## config.mk

```make
export PLATFORM = sky130hd
export DESIGN_NAME = page_frame_bitmap_allocator_core
export DESIGN_NICKNAME = d
export VERILOG_FILES = /design/src/pfba_pkg.sv /design/src/pfba_ctrl.sv /design/src/pfba_datapath.sv /design/src/page_frame_bitmap_allocator_core.sv
export SDC_FILE = /design/constraint.sdc
export NUM_CORES = 1
export LEC_CHECK = 0
export BUFFER_PORTS_ARGS = -buffer_cell sky130_fd_sc_hd__buf_2
export CAP_MARGIN = 20
export CORE_UTILIZATION = 30
export CTS_CLUSTER_DIAMETER = 200
export DETAILED_ROUTE_END_ITERATION = 16
export SLEW_MARGIN = 25
export SYNTH_ARGS = -nofsm -noshare
export SYNTH_HDL_FRONTEND = slang
export SYNTH_HIERARCHICAL = 1
export SYNTH_SLANG_ARGS = --single-unit
export TNS_END_PERCENT = 1
```

## constraint.sdc

```tcl
create_clock -name aclk -period 24.3 [get_ports aclk]
set_input_delay 6.075 -clock aclk [delete_from_list [all_inputs] [get_ports aclk]]
set_output_delay 6.075 -clock aclk [all_outputs]
set_load 0.02 [all_outputs]
```

## src/pfba_pkg.sv

```systemverilog
`timescale 1ns / 1ps
// ----------------------------------------------------------------------------
// pfba_pkg
// Shared types and codes for the page frame bitmap allocator.
// ----------------------------------------------------------------------------
package pfba_pkg;

    localparam int CFG_AW = 2;

    // request modes
    localparam logic [2:0] MODE_ALLOC   = 3'd0;
    localparam logic [2:0] MODE_RELEASE = 3'd1;
    localparam logic [2:0] MODE_PIN     = 3'd2;
    localparam logic [2:0] MODE_UNPIN   = 3'd3;
    localparam logic [2:0] MODE_COUNT   = 3'd4;

    // configuration register indexes
    localparam logic [CFG_AW-1:0] CFG_FRAMES_IN_USE = 2'd0;
    localparam logic [CFG_AW-1:0] CFG_PINS_BLOCK    = 2'd1;

    typedef enum logic [1:0] {
        ST_IDLE,
        ST_EXEC,
        ST_RECOUNT
    } state_t;

    typedef struct packed {
        logic load;      // capture request and free-frame snapshot
        logic exec;      // apply request, write result register
        logic wr_limit;  // write frames_in_use
        logic wr_pins;   // write pins_block_alloc
        logic rc_clear;  // restart recount chunk counter
        logic rc_step;   // fold one chunk into the open count
    } ctl_cmd_t;

    typedef struct packed {
        logic rc_last;   // recount is on its last chunk
    } dp_status_t;

endpackage

```

## src/pfba_ctrl.sv

```systemverilog
`timescale 1ns / 1ps
// ----------------------------------------------------------------------------
// pfba_ctrl
// Sequencer for request execution, configuration writes and open recount.
// ----------------------------------------------------------------------------
module pfba_ctrl
    import pfba_pkg::*;
(
    input  logic              aclk,
    input  logic              aresetn,
    input  logic              s_valid,
    output logic              s_ready,
    input  logic              cfg_valid,
    output logic              cfg_ready,
    input  logic [CFG_AW-1:0] cfg_addr,
    output logic              m_valid,
    input  logic              m_ready,
    input  dp_status_t        status,
    output ctl_cmd_t          cmd
);

    state_t state_reg;
    state_t state_next;
    logic   out_valid_reg;
    logic   out_valid_next;
    logic   out_free;

    assign out_free = !out_valid_reg || m_ready;

    always_comb begin
        state_next = state_reg;
        unique case (state_reg)
            ST_IDLE: begin
                if (cfg_valid) begin
                    if (cfg_addr == CFG_FRAMES_IN_USE) begin
                        state_next = ST_RECOUNT;
                    end
                end else if (s_valid) begin
                    state_next = ST_EXEC;
                end
            end
            ST_EXEC: begin
                if (out_free) begin
                    state_next = ST_IDLE;
                end
            end
            ST_RECOUNT: begin
                if (status.rc_last) begin
                    state_next = ST_IDLE;
                end
            end
            default: state_next = ST_IDLE;
        endcase
    end

    always_comb begin
        cmd       = '0;
        s_ready   = 1'b0;
        cfg_ready = 1'b0;
        unique case (state_reg)
            ST_IDLE: begin
                cfg_ready    = 1'b1;
                s_ready      = !cfg_valid;
                cmd.load     = s_valid && !cfg_valid;
                cmd.wr_limit = cfg_valid && (cfg_addr == CFG_FRAMES_IN_USE);
                cmd.wr_pins  = cfg_valid && (cfg_addr == CFG_PINS_BLOCK);
                cmd.rc_clear = cfg_valid && (cfg_addr == CFG_FRAMES_IN_USE);
            end
            ST_EXEC: begin
                cmd.exec = out_free;
            end
            ST_RECOUNT: begin
                cmd.rc_step = 1'b1;
            end
            default: begin
            end
        endcase
    end

    always_comb begin
        out_valid_next = out_valid_reg;
        if (cmd.exec) begin
            out_valid_next = 1'b1;
        end else if (m_ready) begin
            out_valid_next = 1'b0;
        end
    end

    always_ff @(posedge aclk) begin
        if (!aresetn) begin
            state_reg     <= ST_IDLE;
            out_valid_reg <= 1'b0;
        end else begin
            state_reg     <= state_next;
            out_valid_reg <= out_valid_next;
        end
    end

    assign m_valid = out_valid_reg;

endmodule

```

## src/pfba_datapath.sv

```systemverilog
`timescale 1ns / 1ps
// ----------------------------------------------------------------------------
// pfba_datapath
// Bitmaps, counters, first-fit search and result register.
// ----------------------------------------------------------------------------
module pfba_datapath
    import pfba_pkg::*;
#(
    parameter int FRAME_COUNT = 64
) (
    input  logic       aclk,
    input  logic       aresetn,
    input  ctl_cmd_t   cmd,
    output dp_status_t status,
    input  logic [6:0] cfg_wdata,
    input  logic [2:0] s_mode,
    input  logic [5:0] s_frame_index,
    input  logic       s_add_pinned,
    output logic       m_ok,
    output logic [5:0] m_granted_frame,
    output logic [7:0] m_open_count
);

    localparam int NF  = (FRAME_COUNT < 64) ? FRAME_COUNT : 64;
    localparam int NCH = (NF + 7) / 8;
    localparam int PW  = NCH * 8;
    localparam int IW  = $clog2(NF);
    localparam int CW  = (NCH > 1) ? $clog2(NCH) : 1;
    localparam logic [6:0] NF_W = 7'(NF);

    logic [NF-1:0]  alloc_reg, alloc_next;
    logic [NF-1:0]  pinned_reg, pinned_next;
    logic [6:0]     limit_reg;
    logic           pins_blk_reg;
    logic [6:0]     open_reg, open_next;
    logic [6:0]     pin_cnt_reg, pin_cnt_next;
    logic [2:0]     req_mode_reg;
    logic [5:0]     req_frame_reg;
    logic           req_add_reg;
    logic [PW-1:0]  free_reg;
    logic [NCH-1:0] grp_any_reg;
    logic [CW-1:0]  rc_idx_reg;
    logic           out_ok_reg;
    logic [5:0]     out_frame_reg;
    logic [7:0]     out_count_reg;

    logic [6:0]     lim;
    logic [PW-1:0]  lim_mask;
    logic [PW-1:0]  alloc_pad;
    logic [PW-1:0]  free_now;
    logic [NCH-1:0] grp_any_now;

    function automatic logic [3:0] pop8(input logic [7:0] v);
        logic [3:0] n;
        n = 4'd0;
        for (int k = 0; k < 8; k++) begin
            n = n + {3'd0, v[k]};
        end
        return n;
    endfunction

    assign lim       = (limit_reg > NF_W) ? NF_W : limit_reg;
    assign alloc_pad = PW'(alloc_reg);

    always_comb begin
        for (int i = 0; i < PW; i++) begin
            lim_mask[i] = (i < NF) ? (7'(i) < lim) : 1'b0;
        end
    end

    assign free_now = ~alloc_pad & lim_mask;

    always_comb begin
        for (int g = 0; g < NCH; g++) begin
            grp_any_now[g] = |free_now[g*8 +: 8];
        end
    end

    // first fit: lowest nonempty byte, then lowest bit in it
    logic [2:0] sel_g;
    logic [2:0] sel_b;
    logic [7:0] sel_byte;
    logic       found;
    logic [5:0] grant;
    logic [IW-1:0] grant_idx;

    always_comb begin
        sel_g    = 3'd0;
        sel_byte = 8'd0;
        for (int g = NCH - 1; g >= 0; g--) begin
            if (grp_any_reg[g]) begin
                sel_g    = 3'(g);
                sel_byte = free_reg[g*8 +: 8];
            end
        end
        sel_b = 3'd0;
        for (int b = 7; b >= 0; b--) begin
            if (sel_byte[b]) begin
                sel_b = 3'(b);
            end
        end
    end

    assign found     = |grp_any_reg;
    assign grant     = {sel_g, sel_b};
    assign grant_idx = grant[IW-1:0];

    logic [IW-1:0] fr_idx;
    logic          in_range;
    logic          a_bit;
    logic          p_bit;
    logic          g_pin;
    logic          ok_c;
    logic [5:0]    gr_c;
    logic [7:0]    count_c;

    assign fr_idx   = req_frame_reg[IW-1:0];
    assign in_range = ({1'b0, req_frame_reg} < lim);
    assign a_bit    = in_range && alloc_reg[fr_idx];
    assign p_bit    = in_range && pinned_reg[fr_idx];
    assign g_pin    = found && pinned_reg[grant_idx];

    // recount chunk
    logic [7:0] rc_chunk;
    logic [3:0] rc_pc;

    always_comb begin
        rc_chunk = 8'd0;
        for (int g = 0; g < NCH; g++) begin
            if (CW'(g) == rc_idx_reg) begin
                rc_chunk = alloc_pad[g*8 +: 8] & lim_mask[g*8 +: 8];
            end
        end
    end

    assign rc_pc          = pop8(rc_chunk);
    assign status.rc_last = (rc_idx_reg == CW'(NCH - 1));

    always_comb begin
        alloc_next   = alloc_reg;
        pinned_next  = pinned_reg;
        open_next    = open_reg;
        pin_cnt_next = pin_cnt_reg;
        ok_c         = 1'b0;
        gr_c         = 6'd0;
        if (cmd.rc_step) begin
            open_next = ((rc_idx_reg == '0) ? lim : open_reg) - {3'd0, rc_pc};
        end else begin
            case (req_mode_reg)
                MODE_ALLOC: begin
                    if (found && !(pins_blk_reg && g_pin)) begin
                        alloc_next[grant_idx] = 1'b1;
                        if (open_reg != 7'd0) begin
                            open_next = open_reg - 7'd1;
                        end
                        ok_c = 1'b1;
                        gr_c = grant;
                    end
                end
                MODE_RELEASE: begin
                    if (in_range) begin
                        if (a_bit) begin
                            alloc_next[fr_idx] = 1'b0;
                            if (open_reg != 7'd127) begin
                                open_next = open_reg + 7'd1;
                            end
                        end
                        ok_c = 1'b1;
                    end
                end
                MODE_PIN: begin
                    if (in_range && !p_bit) begin
                        pinned_next[fr_idx] = 1'b1;
                        pin_cnt_next        = pin_cnt_reg + 7'd1;
                        ok_c                = 1'b1;
                    end
                end
                MODE_UNPIN: begin
                    if (p_bit) begin
                        pinned_next[fr_idx] = 1'b0;
                        pin_cnt_next        = pin_cnt_reg - 7'd1;
                        ok_c                = 1'b1;
                    end
                end
                MODE_COUNT: begin
                    ok_c = 1'b1;
                end
                default: begin
                end
            endcase
        end
        count_c = {1'b0, open_next};
        if (req_mode_reg == MODE_COUNT && req_add_reg) begin
            count_c = count_c + {1'b0, pin_cnt_reg};
        end
    end

    always_ff @(posedge aclk) begin
        if (!aresetn) begin
            alloc_reg    <= '0;
            pinned_reg   <= '0;
            limit_reg    <= 7'd64;
            pins_blk_reg <= 1'b1;
            open_reg     <= NF_W;
            pin_cnt_reg  <= 7'd0;
            rc_idx_reg   <= '0;
        end else begin
            if (cmd.exec) begin
                alloc_reg   <= alloc_next;
                pinned_reg  <= pinned_next;
                open_reg    <= open_next;
                pin_cnt_reg <= pin_cnt_next;
            end
            if (cmd.rc_step) begin
                open_reg   <= open_next;
                rc_idx_reg <= rc_idx_reg + CW'(1);
            end
            if (cmd.rc_clear) begin
                rc_idx_reg <= '0;
            end
            if (cmd.wr_limit) begin
                limit_reg <= cfg_wdata;
            end
            if (cmd.wr_pins) begin
                pins_blk_reg <= cfg_wdata[0];
            end
        end
    end

    always_ff @(posedge aclk) begin
        if (cmd.load) begin
            req_mode_reg  <= s_mode;
            req_frame_reg <= s_frame_index;
            req_add_reg   <= s_add_pinned;
            free_reg      <= free_now;
            grp_any_reg   <= grp_any_now;
        end
        if (cmd.exec) begin
            out_ok_reg    <= ok_c;
            out_frame_reg <= gr_c;
            out_count_reg <= count_c;
        end
    end

    assign m_ok            = out_ok_reg;
    assign m_granted_frame = out_frame_reg;
    assign m_open_count    = out_count_reg;

endmodule

```

## src/page_frame_bitmap_allocator_core.sv

```systemverilog
`timescale 1ns / 1ps
// ----------------------------------------------------------------------------
// page_frame_bitmap_allocator_core
// First-fit page frame allocator with allocated and pinned bitmaps.
// ----------------------------------------------------------------------------
// One request at a time: a request is taken in the idle state, where the free
// map is snapshotted, and executed in the exec state, which waits until the
// result register is free and then loads it. The first-fit search runs as a
// byte-group pick and a bit pick on the snapshot. Writing frames_in_use
// starts a recount of open frames, one byte of the allocated map per cycle;
// no request or configuration write is taken until it finishes.
// ----------------------------------------------------------------------------
module page_frame_bitmap_allocator_core
    import pfba_pkg::*;
#(
    parameter int FRAME_COUNT = 64
) (
    input  logic              aclk,
    input  logic              aresetn,
    input  logic              s_valid,
    output logic              s_ready,
    input  logic [2:0]        s_mode,
    input  logic [5:0]        s_frame_index,
    input  logic              s_add_pinned,
    output logic              m_valid,
    input  logic              m_ready,
    output logic              m_ok,
    output logic [5:0]        m_granted_frame,
    output logic [7:0]        m_open_count,
    input  logic              cfg_valid,
    output logic              cfg_ready,
    input  logic [CFG_AW-1:0] cfg_addr,
    input  logic [6:0]        cfg_wdata
);

    ctl_cmd_t   cmd;
    dp_status_t status;

    pfba_ctrl u_ctrl (
        .aclk      (aclk),
        .aresetn   (aresetn),
        .s_valid   (s_valid),
        .s_ready   (s_ready),
        .cfg_valid (cfg_valid),
        .cfg_ready (cfg_ready),
        .cfg_addr  (cfg_addr),
        .m_valid   (m_valid),
        .m_ready   (m_ready),
        .status    (status),
        .cmd       (cmd)
    );

    pfba_datapath #(
        .FRAME_COUNT (FRAME_COUNT)
    ) u_datapath (
        .aclk            (aclk),
        .aresetn         (aresetn),
        .cmd             (cmd),
        .status          (status),
        .cfg_wdata       (cfg_wdata),
        .s_mode          (s_mode),
        .s_frame_index   (s_frame_index),
        .s_add_pinned    (s_add_pinned),
        .m_ok            (m_ok),
        .m_granted_frame (m_granted_frame),
        .m_open_count    (m_open_count)
    );

    // a request transfer and a config transfer never share a cycle
    a_no_dual_accept: assert property (@(posedge aclk) disable iff (!aresetn)
        (s_valid && s_ready) |-> !(cfg_valid && cfg_ready))
        else $error("request and config accepted together");

    // a refused result never carries a frame
    a_fail_no_frame: assert property (@(posedge aclk) disable iff (!aresetn)
        (m_valid && !m_ok) |-> (m_granted_frame == 6'd0))
        else $error("failed result with nonzero frame");

    // with an empty result slot, a request passes the exec state without a stall
    a_latency: assert property (@(posedge aclk) disable iff (!aresetn)
        (s_valid && s_ready && !m_valid) |=> ##1 m_valid)
        else $error("result late");

    // nothing is accepted while a request is in flight
    a_one_at_a_time: assert property (@(posedge aclk) disable iff (!aresetn)
        (s_valid && s_ready) |=> !s_ready && !cfg_ready)
        else $error("accept during execution");

endmodule

```

==> run metrics, run 1 <==
Clock Latency Late Sink around 0.59 ns; GRT Util Overall a little over a fifth; RePlAce Congestion ~1.0; hpwl dp about 42000 µm; Mapped Area 0.0154 mm²; nets approximately 1800; largest net degree at the start of global routing between 70 and 80; VDD IR max 0.0479 mV; syn avg cell area ~8.8 µm²; Die X between 200 and 250 µm; critical path fanouts, max 4; row cnt 82; number of synthesized flops with an enable pin 97; H-tree levels 1; Area Growth Syn to Fin 9.99%; clk_skew ~0.026 ns; CP max stage cell buf_2; Post-CTS Setup Bufs 0; 1st-iter DRT viols 1791; LEAKAGE between 0.005 and 0.006 µW; worst reg2reg endpoint u_datapath/m_open_count[6]; Die H roughly 230 µm; Placed Instances roughly 2400; Initial Util between 30 and 40%; gr ovfl total 0; Min-Delay Endpoint u_datapath/limit_reg[6]; startpoint types input port; final WL between 50000 and 60000 µm; status complete, no violations; final std cells w/o fill about 2400; worst-margin pin slew 1.02 ns; core box area approximately 0.050 mm²; vias between 10000 and 15000; crit path launch cfg_valid; Psw roughly 250 µW; vias in the first global route roughly 13000; kind of cell adding the most delay to the critical path buffers and inverters; Worst Path Arrival around 6.5 ns; Tot Pwr 962 µW; max-cap violation count 0; commonest non-fill, non-tap cell in the layout nor2_1; worst hold stages 2; Port Buffer Count 41; #FFs+latches synth 253; Slew HR between 30% and 40%; Seq pwr share ~47%; DRC violations left 0; Final ANT Viol Nets 0; RSZ-0062 raised after global routing false; Worst Hold Class flip-flop to flip-flop; WP depth 3; area of the die 0.0523 mm²; YS warnings 6; Clock transition at path regs roughly 0.060 ns; Clock Tree Root clkbuf_16; combinational power share 9.3%; drt wl/cell 23.7 µm; layout cells sized above 1 around 11%; Hold Buf Count CTS 0; R2R Path Start u_datapath/limit_reg[6]; # IOs 42; Worst R2R Path Depth 28; ys flop type dfxtp_1; reg2reg setup slack around 16 ns; CP Data Required Time 18.22 ns; Int Power 709 µW; Final Max Tran Viols 0; CP peak stage delay 0.19 ns; Pwr Density approximately 57 mW/mm²; first-pass GRT wire length approximately 85000 µm; setup TNS 0 ns; WP buf/inv 2; Fin. Hold Viols 0; Sw Share around a quarter; total CTS buffers 28; Setup CP Type input port to output pin; hold slack between 0.4 and 0.5 ns; Hold Startpoint u_datapath/limit_reg[6]; CP Capture Type output pin; CTS tree done; diodes inserted 0; CP most frequent cell buf_2; count of cell types in the netlist a little over 100; CP cell instances buf_2, nor3_1, buf_2; syn_nets about 1800; final period utilization roughly half; min Tclk post-route roughly 13 ns; clk sinks between 200 and 300; Via density roughly 6; CTS Buffer Depth 3; Final Util 33.6%; highest-count cells in the layout ignoring fill and taps 207 x nor2_1, 156 x dfxtp_1, 144 x o21ai_0; DRT Pass-1 Iters 6; initial antenna violation count 0; Gate Count Post-Synth ~1800; Post-synth ARST share 0%; Setup violations, final 0; Fmax 79.4 MHz; Clock power frac between 40 and 50%; sequential element share of the synthesized area between 30% and 40%; number of gates resized after CTS 0
## final cells by class
cell class                      instances  area, µm²
Clock buffer                           33        761
Clock inverter                         19        129
Fill cell                            5152      33400
Inverter                               46        173
Multi-Input combinational cell       1332       8660
Sequential cell                       253       6040
Tap cell                              672        841
Timing Repair Buffer                   60        348
## layer usage
metal / track usage (%) / vias up / share of wire (%)
met1: 29.3 / 6992 / 43
met2: 33.3 / 762 / 45
met4: 8.60 / 0 / 4.3
met3: 2.91 / 164 / 7.9
li1: - / 6516 / -
met5: 0 / - / 0
## per-stage QoR
step / setup slack [ns] / instance area (µm²)
floorplan: 8.91 / 15400
global placement: 11.71 / 16100
detailed placement: 11.72 / 16100
CTS: 11.73 / 16900
global route: 11.66 / 17000
finish: 11.70 / 17000
## worst max-delay path by stage
stage,end,slack [ns]
2_1_floorplan,u_datapath/fr_idx[0],8.91
3_3_place_gp,s_ready,11.71
3_5_place_dp,s_ready,11.72
4_1_cts,s_ready,11.73
5_1_grt,s_ready,11.66
6_report,s_ready,11.70
## power by group through the flow
stage | Clock [µW] | Sequential [µW] | Combinational [µW]
after floorplan | 0 | 462 | 63.4
after global placement | 0 | 463 | 85.9
after detailed placement | 0 | 464 | 87.2
after CTS | 425 | 454 | 87.6
after global routing | 440 | 455 | 95.7
final | 418 | 455 | 89.2
## synthesized netlist by cell type, types with 22 or more instances
library cell | count | area, µm²
nor2b_1 | 44 | 275
o21ai_0 | 144 | 721
dfxtp_1 | 156 | 3120
a31oi_1 | 28 | 175
clkbuf_1 | 78 | 293
o211ai_1 | 74 | 556
ha_1 | 28 | 350
nor3_1 | 59 | 295
inv_1 | 43 | 161
a21oi_1 | 82 | 410
nand2b_1 | 22 | 138
edfxtp_1 | 97 | 2910
nor4_1 | 22 | 138
mux2i_1 | 67 | 671
nand3_1 | 33 | 165
nand2_1 | 139 | 522
nor2_1 | 207 | 777
o22ai_1 | 50 | 313
## cells by family after synthesis
logic type               after synthesis  share of synthesized area (%)
flip-flops                           253                           39.2
buffers and inverters                170                           4.73
multiplexers                          89                           6.85
adder cells (fa/ha/maj)               39                           3.64
AO/OA/AOI/OAI                        556                           24.6
AND/OR/NAND/NOR                      628                           19.8
XOR/XNOR                              20                           1.14
## worst min-delay path: cells and delay by family, from the launching register on
family	cells	cell delay, ns
DFF	1	0.33
muxes	1	0.07
and+or+nand+nor	1	0.06
Power figures use the tool's default switching activity.
==> inputs of run 2 (changes only) <==
==> constraint.sdc (replaced) <==
create_clock -name aclk -period 13.1 [get_ports aclk]
set_input_delay 3.275 -clock aclk [delete_from_list [all_inputs] [get_ports aclk]]
set_output_delay 3.275 -clock aclk [all_outputs]
set_load 0.02 [all_outputs]
==> run 2 against run 1 <==
Net effect:
- combinational power up 87%
- critical endpoint is now u_datapath/m_open_count[6]
- wire length increased by 4.2%
- total power grew 93%
- critical path type is now flip-flop to flip-flop
- register-to-register slack lost 11 ns
- critical path depth grew 26
- sequential share of layout area shrank 0.25 points
- largest power group is now the clock network
- clock skew rose by 0.011 ns
- setup slack worse by 6.4 ns
==> run metrics, run 2 (synthesis results as in run 1) <==
crit path launch u_datapath/rc_idx_reg[0]; R2R Path Start u_datapath/rc_idx_reg[0]; RSZ-0062 raised after global routing false; Final ANT Viol Nets 0 (unchanged); Die H 229 µm (unchanged); core box area 0.0504 mm² (unchanged); CP peak stage delay 0.70 ns (+0.51 ns); 1st-iter DRT viols 1825 (+1.9%); layout cells sized above 1 11.0% (+0.31 points); H-tree levels 1 (unchanged); Fmax about 130 MHz; Initial Util 30.6% (unchanged); area taken by multi-input logic gates 0.00866 mm² (about the same); total CTS buffers 30 (+7.1%); Final Max Tran Viols 0 (unchanged); Final WS setup 5.34 ns (-6.36 ns); clk_skew 0.0367 ns (+0.0108 ns); row cnt 82 (unchanged); VDD IR max 0.106 mV (+120%); Setup CP Type flip-flop to flip-flop; CP max stage cell nor2_1; diodes inserted 0 (unchanged); CP most frequent cell a21oi_1; Fill cells 5245 (+1.8%); Via density 6.03 (+0.84%); DRC violations left 0 (unchanged); CP Capture Type flip-flop; hold slack 0.496 ns (+0.00793 ns); Setup violations, final 0 (unchanged); status complete, no violations; Highest Signal Layer met4; gr ovfl total 0 (unchanged); Fin. Hold Viols 0 (unchanged); dpl cell area 0.0161 mm² (about the same); highest-count cells in the layout ignoring fill and taps 207 x nor2_1, 156 x dfxtp_1, 144 x o21ai_0; Pwr Density 109 mW/mm² (+92%); RePlAce Congestion 1.00 (-0.41%); drt wl/cell 24.7 µm (+4.0%); largest net degree at the start of global routing 88 (+21%); DRT Pass-1 Iters 5 (-1); Hold Buf Count CTS 0 (unchanged); Port Buffer Count 41 (unchanged); critical path fanouts, max 13 (+9); Clock transition at path regs 0.06 ns (about the same); LEAKAGE 0.00541 µW (+1.3%); vias 14586 (+1.1%); reg2reg setup slack 5.34 ns (-10.74 ns); Met1 Routed Length 26100 µm (+5.5%); worst-margin pin slew 1.16 ns (+0.140 ns); initial antenna violation count 0 (unchanged); routed wire length on met2 25800 µm (+0.83%); nets 1786 (+0.17%); setup TNS 0 ns (unchanged); final WL 59800 µm (+4.2%); vias in the first global route 13628 (+1.4%); Slew HR 22.8% (-8.6 points); GRT Util Overall 22.2% (+0.95 points); Worst Path Arrival 8.11 ns (+1.59 ns); Die X 229 µm (unchanged); WL met3 5470 µm (+20%); min Tclk post-route between 7 and 8 ns; CTS Buffer Depth 3 (unchanged); Worst Hold Class flip-flop to flip-flop; Area Growth Syn to Fin 10.8%; Hold Startpoint u_ctrl/m_valid; hpwl dp 44400 µm (+5.6%); area of the die 0.0523 mm² (unchanged); number of gates resized after CTS 0 (unchanged); CP Data Required Time 13.45 ns (-4.77 ns); Post-CTS Setup Bufs 0 (unchanged); Clock Tree Root clkbuf_16; Worst R2R Path Depth 29 (+3.6%); # IOs 42 (unchanged); worst reg2reg endpoint u_datapath/m_open_count[6]; commonest non-fill, non-tap cell in the layout nor2_1; final period utilization a little under 60%; first-pass GRT wire length 88900 µm (+4.0%); FF+latch area 0.00604 mm² (unchanged); startpoint types flip-flop; max-cap violation count 0 (unchanged); Final Util 33.9% (+0.23 points); dpl ws 5.39 ns (-6.33 ns); clk sinks 253 (unchanged); CTS tree done; Min-Delay Endpoint u_ctrl/state_reg[0]; Clock Latency Late Sink 0.62 ns (+0.03 ns); worst hold stages 2 (unchanged); post-layout instance area 0.0171 mm² (+0.69%)
==> run 2: cell types whose count changed in the layout (fill, tap and decap cells not counted), moves of 2 or more <==
cell | previous run | this run
clkbuf_1 | 2 | 4
clkbuf_8 | 2 | 4
clkinv_1 | 7 | 3
clkinv_2 | 4 | 6
clkinvlp_4 | 4 | 1
==> run 2: power breakdown <==
| part | switching, µW | total [µW] | internal, µW |
|---|---|---|---|
| clock network | 364 | 851 | 486 |
| registers | 14.5 | 844 | 830 |
| logic | 114 | 167 | 52.8 |
| total | 493 | 1860 | 1370 |
==> run 2: how the worst max path moves through the flow <==
stage	to	cells after the start
3_3_place_gp	u_datapath/m_open_count[6]	27
6_report	u_datapath/m_open_count[6]	29
2_1_floorplan	u_datapath/fr_idx[0]	1
5_1_grt	u_datapath/m_open_count[6]	29
3_5_place_dp	u_datapath/m_open_count[6]	29
4_1_cts	u_datapath/m_open_count[6]	29
==> run 2: metal layers <==
metal,vias up,global-route usage [%]
met2,789,33.7
li1,6508,-
met4,0,8.05
met3,150,3.87
met5,-,0
met1,7139,31.3
==> run 2: through the flow <==
step           std cells  power (µW)
3_5_place_dp        2364        1020
2_1_floorplan       1755         974
4_1_cts             2420        1870
3_3_place_gp        2364        1020
5_1_grt             2420        1920
6_report            2420        1860
==> run 2: worst max-delay path, delay by kind of cell, from the launching register on <==
family | cells | cell delay [ns]
buffers and inverters | 3 | 0.21
XOR/XNOR | 2 | 0.34
AO/OA/AOI/OAI | 12 | 1.92
adder cells (fa/ha/maj) | 7 | 2.87
AND/OR/NAND/NOR | 5 | 1.83
flip-flops | 1 | 0.35
==> run 2: cell type report <==
cell class / instances / share of cell area, %
Clock inverter: 18 / 1.08
Tap cell: 672 / 4.93
Inverter: 46 / 1.01
Clock buffer: 38 / 4.81
Multi-Input combinational cell: 1332 / 50.7
Timing Repair Buffer: 61 / 2.08
Sequential cell: 253 / 35.4
